File: src/design/csfw_pkg.sv
`default_nettype none

package csfw_pkg;

  localparam int CountW = 16;
  localparam int TidW   = 8;
  localparam int WaitW  = 5;

  typedef logic [CountW-1:0] csfw_count_t;
  typedef logic [TidW-1:0]   csfw_tid_t;
  typedef logic [WaitW-1:0]  csfw_waiters_t;

  localparam logic FUNC_TAKE = 1'b0;
  localparam logic FUNC_GIVE = 1'b1;

  typedef enum logic [2:0] {
    OUT_GRANTED = 3'd0,
    OUT_QUEUED  = 3'd1,
    OUT_RAISED  = 3'd2,
    OUT_WOKEN   = 3'd3,
    OUT_REJECT  = 3'd4
  } csfw_outcome_t;

  typedef enum logic {
    ST_IDLE,
    ST_EXEC
  } csfw_state_t;

  typedef struct packed {
    logic      func;
    csfw_tid_t caller_thread;
  } csfw_in_t;

  typedef struct packed {
    csfw_outcome_t outcome;
    csfw_tid_t     woken_thread;
    csfw_count_t   count_now;
    csfw_waiters_t waiters_now;
  } csfw_out_t;

  // Queue control from the sequencer.
  typedef struct packed {
    logic clear;
    logic push;
    logic pop;
  } csfw_qctl_t;

  // Queue status seen by the sequencer.
  typedef struct packed {
    logic          empty;
    logic          full;
    csfw_waiters_t waiters;
  } csfw_qstat_t;

endpackage

`default_nettype wire

File: src/design/csfw_queue.sv
`default_nettype none

module csfw_queue #(
  parameter int WAIT_DEPTH = 16,
  parameter int ID_BITS    = 8
) (
  input  wire logic                 clk,
  input  wire logic                 rst_n,
  input  wire csfw_pkg::csfw_qctl_t ctl,
  input  wire logic [ID_BITS-1:0]   push_id,
  output logic [ID_BITS-1:0]        head_id,
  output csfw_pkg::csfw_qstat_t     stat
);

  localparam int PtrW  = $clog2(WAIT_DEPTH);
  localparam int FillW = $clog2(WAIT_DEPTH + 1);
  localparam logic [PtrW-1:0]  LastIdx = PtrW'(WAIT_DEPTH - 1);
  localparam logic [FillW-1:0] FullCnt = FillW'(WAIT_DEPTH);

  logic [ID_BITS-1:0] mem [WAIT_DEPTH];
  logic [ID_BITS-1:0] rd_data_r;
  logic [PtrW-1:0]    head_r, head_nxt;
  logic [PtrW-1:0]    tail_r, tail_nxt;
  logic [FillW-1:0]   fill_r, fill_nxt;

  // The head entry is read every cycle; the sequencer uses the registered copy.
  always_ff @(posedge clk) begin
    if (ctl.push) begin
      mem[tail_r] <= push_id;
    end
    rd_data_r <= mem[head_r];
  end

  always_comb begin
    head_nxt = head_r;
    tail_nxt = tail_r;
    fill_nxt = fill_r;
    if (ctl.clear) begin
      head_nxt = '0;
      tail_nxt = '0;
      fill_nxt = '0;
    end else begin
      if (ctl.push) begin
        tail_nxt = (tail_r == LastIdx) ? '0 : tail_r + PtrW'(1);
      end
      if (ctl.pop) begin
        head_nxt = (head_r == LastIdx) ? '0 : head_r + PtrW'(1);
      end
      if (ctl.push && !ctl.pop) begin
        fill_nxt = fill_r + FillW'(1);
      end else if (ctl.pop && !ctl.push) begin
        fill_nxt = fill_r - FillW'(1);
      end
    end
  end

  always_ff @(posedge clk) begin
    if (!rst_n) begin
      head_r <= '0;
      tail_r <= '0;
      fill_r <= '0;
    end else begin
      head_r <= head_nxt;
      tail_r <= tail_nxt;
      fill_r <= fill_nxt;
    end
  end

  assign head_id      = rd_data_r;
  assign stat.empty   = (fill_r == '0);
  assign stat.full    = (fill_r == FullCnt);
  assign stat.waiters = csfw_pkg::csfw_waiters_t'(fill_r);

endmodule

`default_nettype wire

File: src/design/counting_semaphore_fifo_wait.sv
`default_nettype none

// Counting semaphore with a FIFO of waiting thread IDs. A request is taken
// when start is high and busy is low; busy then stays high for one execute
// cycle, and no new request is taken until that cycle is over. The execute
// cycle waits on the registered read of the wait-queue memory, whose head
// entry is read at the accepting edge and used in the execute cycle.
// Exactly one result follows each request: out_strobe is high for one cycle,
// the cycle after the execute cycle, and the result cannot be held off, so
// the receiver must take it then. A take with a nonzero count is granted; at
// zero count the caller is queued. A give hands the resource straight to the
// oldest waiter, or raises the count if nobody waits. A full queue or a
// count at 65535 rejects the request and changes nothing. A write on the cfg
// channel (accepted while busy is low) re-creates the semaphore: the count
// takes the written value and the queue is emptied. After reset the count is
// zero and the queue is empty.
module counting_semaphore_fifo_wait #(
  parameter int WAIT_DEPTH     = 16,
  parameter int THREAD_ID_BITS = 8
) (
  input  wire logic                  clk,
  input  wire logic                  rst_n,
  input  wire logic                  start,
  output logic                       busy,
  input  wire csfw_pkg::csfw_in_t    in_data,
  output logic                       out_strobe,
  output csfw_pkg::csfw_out_t        out_data,
  input  wire logic                  cfg_valid,
  output logic                       cfg_ready,
  input  wire csfw_pkg::csfw_count_t cfg_data
);

  // Only the low ID bits that fit the field are stored.
  localparam int IdW = (THREAD_ID_BITS < csfw_pkg::TidW) ? THREAD_ID_BITS
                                                          : csfw_pkg::TidW;

  csfw_pkg::csfw_state_t   state_r, state_nxt;
  csfw_pkg::csfw_in_t      req_r;
  csfw_pkg::csfw_count_t   count_r, count_nxt;
  logic                    out_strobe_r;
  csfw_pkg::csfw_out_t     out_data_r, result;
  csfw_pkg::csfw_qctl_t    qctl;
  csfw_pkg::csfw_qstat_t   qstat;
  csfw_pkg::csfw_outcome_t outcome;
  logic [IdW-1:0]          head_id;
  logic                    accept, exec, cfg_we, do_push, do_pop;

  assign busy      = (state_r == csfw_pkg::ST_EXEC);
  assign accept    = start && !busy;
  assign exec      = busy;
  assign cfg_ready = !busy;
  assign cfg_we    = cfg_valid && cfg_ready;

  always_ff @(posedge clk) begin
    if (!rst_n) begin
      state_r <= csfw_pkg::ST_IDLE;
    end else begin
      state_r <= state_nxt;
    end
  end

  always_comb begin
    state_nxt = state_r;
    unique case (state_r)
      csfw_pkg::ST_IDLE: begin
        if (accept) begin
          state_nxt = csfw_pkg::ST_EXEC;
        end
      end
      csfw_pkg::ST_EXEC: begin
        state_nxt = csfw_pkg::ST_IDLE;
      end
      default: begin
        state_nxt = csfw_pkg::ST_IDLE;
      end
    endcase
  end

  always_ff @(posedge clk) begin
    if (accept) begin
      req_r <= in_data;
    end
  end

  // Decision for the request held in req_r, using the head entry read at
  // the accepting edge.
  always_comb begin
    count_nxt = count_r;
    do_push   = 1'b0;
    do_pop    = 1'b0;
    outcome   = csfw_pkg::OUT_REJECT;
    if (req_r.func == csfw_pkg::FUNC_TAKE) begin
      priority if (count_r != '0) begin
        count_nxt = count_r - csfw_pkg::csfw_count_t'(1);
        outcome   = csfw_pkg::OUT_GRANTED;
      end else if (!qstat.full) begin
        do_push = 1'b1;
        outcome = csfw_pkg::OUT_QUEUED;
      end else begin
        outcome = csfw_pkg::OUT_REJECT;
      end
    end else begin
      priority if (!qstat.empty) begin
        do_pop  = 1'b1;
        outcome = csfw_pkg::OUT_WOKEN;
      end else if (count_r != '1) begin
        count_nxt = count_r + csfw_pkg::csfw_count_t'(1);
        outcome   = csfw_pkg::OUT_RAISED;
      end else begin
        outcome = csfw_pkg::OUT_REJECT;
      end
    end

    result.outcome      = outcome;
    result.woken_thread = do_pop ? csfw_pkg::csfw_tid_t'(head_id) : '0;
    result.count_now    = count_nxt;
    result.waiters_now  = qstat.waiters
                          + csfw_pkg::csfw_waiters_t'(do_push)
                          - csfw_pkg::csfw_waiters_t'(do_pop);
  end

  assign qctl.clear = cfg_we;
  assign qctl.push  = exec && do_push;
  assign qctl.pop   = exec && do_pop;

  csfw_queue #(
    .WAIT_DEPTH (WAIT_DEPTH),
    .ID_BITS    (IdW)
  ) u_queue (
    .clk     (clk),
    .rst_n   (rst_n),
    .ctl     (qctl),
    .push_id (req_r.caller_thread[IdW-1:0]),
    .head_id (head_id),
    .stat    (qstat)
  );

  always_ff @(posedge clk) begin
    if (!rst_n) begin
      count_r <= '0;
    end else if (cfg_we) begin
      count_r <= cfg_data;
    end else if (exec) begin
      count_r <= count_nxt;
    end
  end

  always_ff @(posedge clk) begin
    if (!rst_n) begin
      out_strobe_r <= 1'b0;
    end else begin
      out_strobe_r <= exec;
    end
  end

  always_ff @(posedge clk) begin
    if (exec) begin
      out_data_r <= result;
    end
  end

  assign out_strobe = out_strobe_r;
  assign out_data   = out_data_r;

endmodule

`default_nettype wire

File: config.mk
export PLATFORM = sky130hd
export DESIGN_NAME = counting_semaphore_fifo_wait
export DESIGN_NICKNAME = d
export VERILOG_FILES = /design/src/design/csfw_pkg.sv /design/src/design/csfw_queue.sv /design/src/design/counting_semaphore_fifo_wait.sv
export SDC_FILE = /design/constraint.sdc
export NUM_CORES = 1
export LEC_CHECK = 0
export BUFFER_PORTS_ARGS = -buffer_cell sky130_fd_sc_hd__buf_2
export CORE_MARGIN = 2
export CORE_UTILIZATION = 35
export CTS_CLUSTER_SIZE = 20
export DETAILED_ROUTE_END_ITERATION = 6
export PLACE_DENSITY = 0.55
export SETUP_SLACK_MARGIN = 0.02
export SYNTH_ARGS = -nofsm -noshare
export SYNTH_HDL_FRONTEND = slang
export SYNTH_HIERARCHICAL = 1
export SYNTH_SLANG_ARGS = --single-unit
File: constraint.sdc
create_clock -name clk -period 4.72 [get_ports clk]
set_clock_uncertainty 0.15 [all_clocks]
set_input_delay 0.708 -clock clk [delete_from_list [all_inputs] [get_ports clk]]
set_output_delay 0.708 -clock clk [all_outputs]
set_load 0.01 [all_outputs]
==> impl_results.md, run 1 <==
- Status: finished, final reports clean
- Internal: 0.003167 W
- Die Footprint: 28,250 µm²
- Clock network fraction of total power: 0.433
- Setup TNS Final: 0 ns
- Initial antenna violation count: 0
- Die Ht: 168.1 µm
- Peak supply drop: 0.2533 mV
- Area growth from synthesis to layout: 13.38%
- Gr usage total: 0.1481
- Ys async rst share: 0
- Comb power frac: 0.057
- Register share of total power: 0.510
- Final #Nets: 742
- Share of layout cells above drive strength 1: 0.2020
- Register bit total from synthesis: 208
- Yosys cell types: 77
- Seq/Total Area, Yosys: 0.6213
- Min-Delay Path Class: input pin to flop
- Sw power: 0.0009251 W
- Routed WL per cell: 19.89 µm
- Hold Violations, Final: 0
- Cell Pwr Density: 383.0 nW/µm²
- Crit path max fanout: 11
- H-tree depth: 1
- Core Box Area: 26,730 µm²
- Fin Hold WS: 0.2039 ns
- Switch share: 0.2260
- Critical path startpoint category: flop
- DR DRC count: 0
- Cells after synthesis: 641
- GR peak layer: met2
- Period utilization: 0.7638
- Worst slew pin tran: 1.240 ns
- Resized cells post-CTS: 0
- Hpwl dp: 13.95 mm
- Die width: 168.1 µm
- Initial core utilization: 0.3526
- Max Cap Viol: 0
- Post-synth EDFFs: 169
- Clock sink count: 208
- Worst Path Required: 5.04 ns
- Synth Net Count: 688
- Slew HR: 0.1717
- Top Ports: 64
- Total wire length: 20.96 mm
- Final Setup Violations: 0
- GR Util met3: 0.02398
- Grt ovf: 0
- Mean cell area of the mapped netlist: 14.70 µm²
- Largest net degree at the start of global routing: 37
- Clock Path Buffers: 3
- Postcts setup bufs: 0
- Synth Warn #: 6
- Root buf cell: clkbuf_16
- First-pass GRT wire length: 32.69 mm
- Slew Limit Fails: 0
- DR iter-0 viols: 446
- HP Start: in_data[5]
- # hold bufs at CTS: 0
- RR Startpoint: count_r[6]
- Vias in the first global route: 5,615
- CP startpoint: count_r[6]
- Antenna diode count: 0
- M1 GR Usage: 0.2062
- Final ANT Viol Nets: 0
- CTS tree: yes
- CP endpoint kind: flop
- Hold path depth: 1
- Critical path type: flop to flop
- Leakage: 3.655 nW
- RSZ-0062 raised after global routing: false
- Port-buffer cells: 63
- RePlAce Congestion: 0.8487
- Num CTS Buffers: 24
- Worst Reg-to-Reg Cells: 11
- Fin crit period: 3.605 ns
- Top FF cell, synth: edfxtp_1
- Row cnt: 60
- Vias per cell: 5.329
- Clk_lat worst skew: 0.52 ns
- Met2 usage: 0.2402
- Initial DRT Pass Iterations: 5
- Max Freq: 0.2774 GHz
- Arr. time, crit path: 3.92 ns
- Area of the mapped netlist: 9424 µm²
- Clock transition at path regs: 0.06 ns
- Total vias in the final route: 5,617
## final timing paths
kind	end	slack (ns)
worst max-delay path	u_queue/fill_r[4]	1.11
worst min-delay path	req_r[5]	0.20
worst min register to register	out_data[22]	0.38
worst max register to register	u_queue/fill_r[4]	1.11
## registers in the layout (all words and copies together) (netlist names)
register,cells
busy,1
u_queue/tail_r,4
count_r,16
u_queue/head_r,4
out_data,32
u_queue/head_id,8
out_strobe,1
u_queue/fill_r,5
u_queue/mem,128
req_r,9
## power by group through the flow
| stage | registers [W] | logic, W | clock network, W |
|---|---|---|---|
| final | 0.00209 | 0.000232 | 0.00177 |
| after detailed placement | 0.00213 | 0.000232 | 0 |
| after floorplan | 0.00210 | 0.000186 | 0 |
| after global routing | 0.00209 | 0.000256 | 0.00189 |
| after global placement | 0.00212 | 0.000229 | 0 |
| after CTS | 0.00209 | 0.000233 | 0.00182 |
## placed cells by master, fill, tap and decap left out, types with 4 or more instances in the layout
cell       instances
a21o_1             5
a21oi_1           12
a22oi_1           24
a31oi_1            8
and2_1            28
and3_1             6
buf_2             63
clkbuf_1           5
clkbuf_16         24
clkinv_1           7
clkinv_2           4
dfxtp_1           36
edfxtp_1         169
ha_1              16
inv_1             20
mux2i_1            8
mux4_1            17
mux4_2            15
nand2_1           41
nand2b_1           4
nand3_1           14
nand4_1            4
nor2_1            34
nor3_1             7
nor4_1             7
o211ai_1           5
o21ai_0           14
o221ai_1           7
or3_1             10
or4_1              4
xnor2_1           13
xor2_1             6
## metal layers
metal  vias to the layer above  routed length, µm
li1                       2611                  -
met1                      2806               9711
met2                       166               9751
met3                        34               1039
met4                         0                458
met5                         -                  0
## kinds of logic (layout without fill, tap and decap cells)
group | Yosys count | count (layout) | share of synthesized area
flip-flops | 208 | 208 | 0.6213
multiplexers | 41 | 41 | 0.09294
XOR/XNOR | 19 | 19 | 0.01766
AO/OA/AOI/OAI | 104 | 104 | 0.08405
buffers and inverters | 59 | 131 | 0.03704
adder cells (fa/ha/maj) | 18 | 18 | 0.02549
AND/OR/NAND/NOR | 192 | 192 | 0.1215
## synth_stat cells (all sizes together), types with 4 or more instances
library cell  number  share of area
nand4              7         0.0085
nand3             14         0.0074
dfxtp             39          0.083
nand2             43          0.019
nand2b             4         0.0027
xnor2             13          0.012
a21oi             12         0.0064
a21o               5         0.0040
o21ai             14         0.0074
a31oi              8         0.0053
edfxtp           169           0.54
nor4              10          0.011
or3               12         0.0086
clkbuf            13         0.0052
or4                5         0.0044
a22oi             24          0.019
xor2               6         0.0056
inv               21         0.0084
mux2i              8         0.0085
ha                16          0.021
and3               8         0.0060
nor3b              4         0.0037
nor3               7         0.0037
o211ai             5         0.0040
and2              29          0.019
nor2              34          0.014
o221ai             7         0.0065
mux4              32          0.083
buf               25          0.023
and4               5         0.0050
## layout make-up
| type | count | area, µm² |
|---|---|---|
| clock inverter | 15 | 143.9 |
| sequential | 208 | 5859 |
| fill | 2485 | 16040 |
| multi-input combinational | 374 | 3219 |
| tap | 341 | 426.7 |
| inverter | 21 | 78.83 |
| timing repair buffer | 66 | 337.8 |
| clock buffer | 29 | 619.3 |
## critical path, stage by stage (launching register included)
cell and delay [ns]:
dfxtp_1 0.45, nor4_4 0.45, nand2_1 0.23, nor2_1 0.32, and3_1 0.45, ha_1 0.25
inv_1 0.11, ha_1 0.35, a21oi_1 0.11, a211o_1 0.33, a211oi_1 0.21, a31o_2 0.13
## stage by stage
| stage | cells | setup WS (ns) | total power, W | cell area [µm²] | util |
|---|---|---|---|---|---|
| floorplan | 641 | 1.240 | 0.002285 | 9424 | - |
| global placement | 1010 | 1.268 | 0.002351 | 9922 | 0.3713 |
| detailed placement | 1010 | 1.134 | 0.002358 | 9922 | 0.3713 |
| CTS | 1054 | 1.122 | 0.004143 | 10690 | 0.3998 |
| global route | 1054 | 0.7617 | 0.004243 | 10690 | 0.3998 |
| finish | 1054 | 1.115 | 0.004093 | 10690 | 0.3998 |
Power figures use the tool's default switching activity.
==> inputs of run 2 (changes only) <==
--- a/config.mk
+++ b/config.mk
@@ -10,7 +10,7 @@
 export CORE_UTILIZATION = 35
 export CTS_CLUSTER_SIZE = 20
 export DETAILED_ROUTE_END_ITERATION = 6
-export PLACE_DENSITY = 0.55
+export PLACE_DENSITY = 0.57
 export SETUP_SLACK_MARGIN = 0.02
 export SYNTH_ARGS = -nofsm -noshare
 export SYNTH_HDL_FRONTEND = slang
==> constraint.sdc (replaced) <==
create_clock -name clk -period 2.9 [get_ports clk]
set_clock_uncertainty 0.15 [all_clocks]
set_input_delay 0.435 -clock clk [delete_from_list [all_inputs] [get_ports clk]]
set_output_delay 0.435 -clock clk [all_outputs]
set_load 0.01 [all_outputs]
==> impl_results.md, run 2 (synthesis gave the netlist of run 1 again) <==
- Num CTS Buffers: 24
- Top Ports: 64
- Cell Pwr Density: 594.8 nW/µm²
- Status: finished, final reports clean
- Final cell count without fillers: 1,103
- Vias in the first global route: 5,630
- Clock transition at path regs: 0.06 ns
- CTS tree: yes
- Gr usage total: 0.1438
- Core Box Area: 26,730 µm²
- Setup TNS Final: 0 ns
- Placed insts: 1,052
- Clock sink count: 208
- Switch share: 0.2243
- # fillers: 2,439
- Leakage: 3.906 nW
- Antenna diode count: 0
- Multi-input logic area: 3287 µm²
- Largest register by flop count: u_queue/mem
- Critical path startpoint category: flop
- H-tree depth: 1
- Port-buffer cells: 63
- Fin Hold WS: 0.08650 ns
- Register share of total power: 0.506
- DR iter-0 viols: 399
- RSZ-0062 raised after global routing: false
- Max Freq: 0.3661 GHz
- Total wire length: 20.45 mm
- Most frequent cells in the layout: edfxtp_1, buf_2, buf_4
- Final ANT Viol Nets: 0
- Grt ovf: 0
- Worst slew pin tran: 0.8199 ns
- Crit path max fanout: 5
- Root buf cell: clkbuf_16
- DR DRC count: 0
- Die width: 168.1 µm
- First-pass GRT wire length: 31.55 mm
- Die Ht: 168.1 µm
- Internal: 0.005140 W
- Critical path type: flop to flop
- Clk_lat worst skew: 0.52 ns
- Period utilization: 0.9419
- Worst Path Required: 3.19 ns
- Number of flip-flops in the largest register: 128
- Commonest non-fill, non-tap cell in the layout: edfxtp_1
- Fin crit period: 2.732 ns
- Final Setup Violations: 0
- Slew HR: 0.4483
- Row cnt: 60
- Final #Nets: 794
- Hpwl dp: 13.71 mm
- RR Startpoint: u_queue/fill_r[3]
- Slew Limit Fails: 0
- Largest net degree at the start of global routing: 37
- Initial DRT Pass Iterations: 5
- Arr. time, crit path: 3.02 ns
- Die Footprint: 28,250 µm²
- Comb power frac: 0.076
- Min-Delay Path Class: input pin to flop
- CP startpoint: u_queue/fill_r[3]
- Vias per cell: 5.176
- Max Cap Viol: 0
- Share of layout cells above drive strength 1: 0.2585
- Routed WL per cell: 18.54 µm
- Initial core utilization: 0.3526
- Clock network fraction of total power: 0.418
- RePlAce Congestion: 0.8096
- Peak supply drop: 0.4363 mV
- Register Area: 5861 µm²
- Clock Path Buffers: 3
- CP endpoint kind: flop
- Area growth from synthesis to layout: 18.22%
- Total vias in the final route: 5,709
- Initial antenna violation count: 0
- Hold Violations, Final: 0
- HP Start: cfg_data[4]
- Sw power: 0.001486 W
==> run 2: area by class of cell <==
cell class	count	area share
multi-input combinational	374	0.2950
sequential	208	0.5261
tap	341	0.03830
clock buffer	33	0.05694
clock inverter	8	0.008086
timing repair buffer	118	0.06851
inverter	21	0.007075
==> run 2: final timing paths <==
| kind | depth (start not counted) | to | slack [ns] |
|---|---|---|---|
| max | 12 | u_queue/fill_r[3] | 0.17 |
| min reg2reg | 1 | out_data[21] | 0.37 |
| max reg2reg | 12 | u_queue/fill_r[3] | 0.17 |
| min | 3 | count_r[4] | 0.09 |
==> run 2: through the flow <==
stage                 util  instance area [µm²]  total power (W)  setup slack, ns
finish              0.4169                11140         0.006626           0.1684
CTS                 0.4148                11090         0.006710          0.02452
floorplan                -                 9449         0.003721          0.06934
global placement    0.3844                10270         0.003904          0.07224
detailed placement  0.3844                10270         0.003909          0.02675
global route        0.4169                11140         0.006900          0.01228
==> run 2: what timing repair did <==
action | in CTS | in global routing
endpoints found under the hold margin | 9 | 0
resized for setup | 0 | 10
setup endpoints to repair | 0 | 28
buffers inserted | 0 | 1
hold buffers | 9 | 0
==> run 2: metal layers <==
layer,vias to the layer above,part of all wire,global-route usage
met5,-,0,0
met4,0,0.022,0.03861
met3,29,0.043,0.02257
met2,136,0.46,0.2319
met1,2833,0.47,0.2035
li1,2711,-,-
==> run 2: power by group through the flow <==
| stage | registers (W) | logic (W) | clock network [W] |
|---|---|---|---|
| 6_report | 0.00335 | 0.000502 | 0.00277 |
| 5_1_grt | 0.00336 | 0.000550 | 0.00299 |
| 4_1_cts | 0.00336 | 0.000503 | 0.00285 |
| 3_5_place_dp | 0.00342 | 0.000491 | 0 |
| 3_3_place_gp | 0.00342 | 0.000489 | 0 |
| 2_1_floorplan | 0.00342 | 0.000305 | 0 |
==> run 2: worst max-delay path, cell delays in order, from the launching register on <==
cell and delay [ns]:
dfxtp_1 0.31, or4_4 0.57, nor2_4 0.11, nand2b_4 0.15, nor2_2 0.07, inv_2 0.07
ha_2 0.19, inv_2 0.08, ha_1 0.28, a21o_1 0.10, a21oi_1 0.07, or4_1 0.40
o211ai_1 0.10
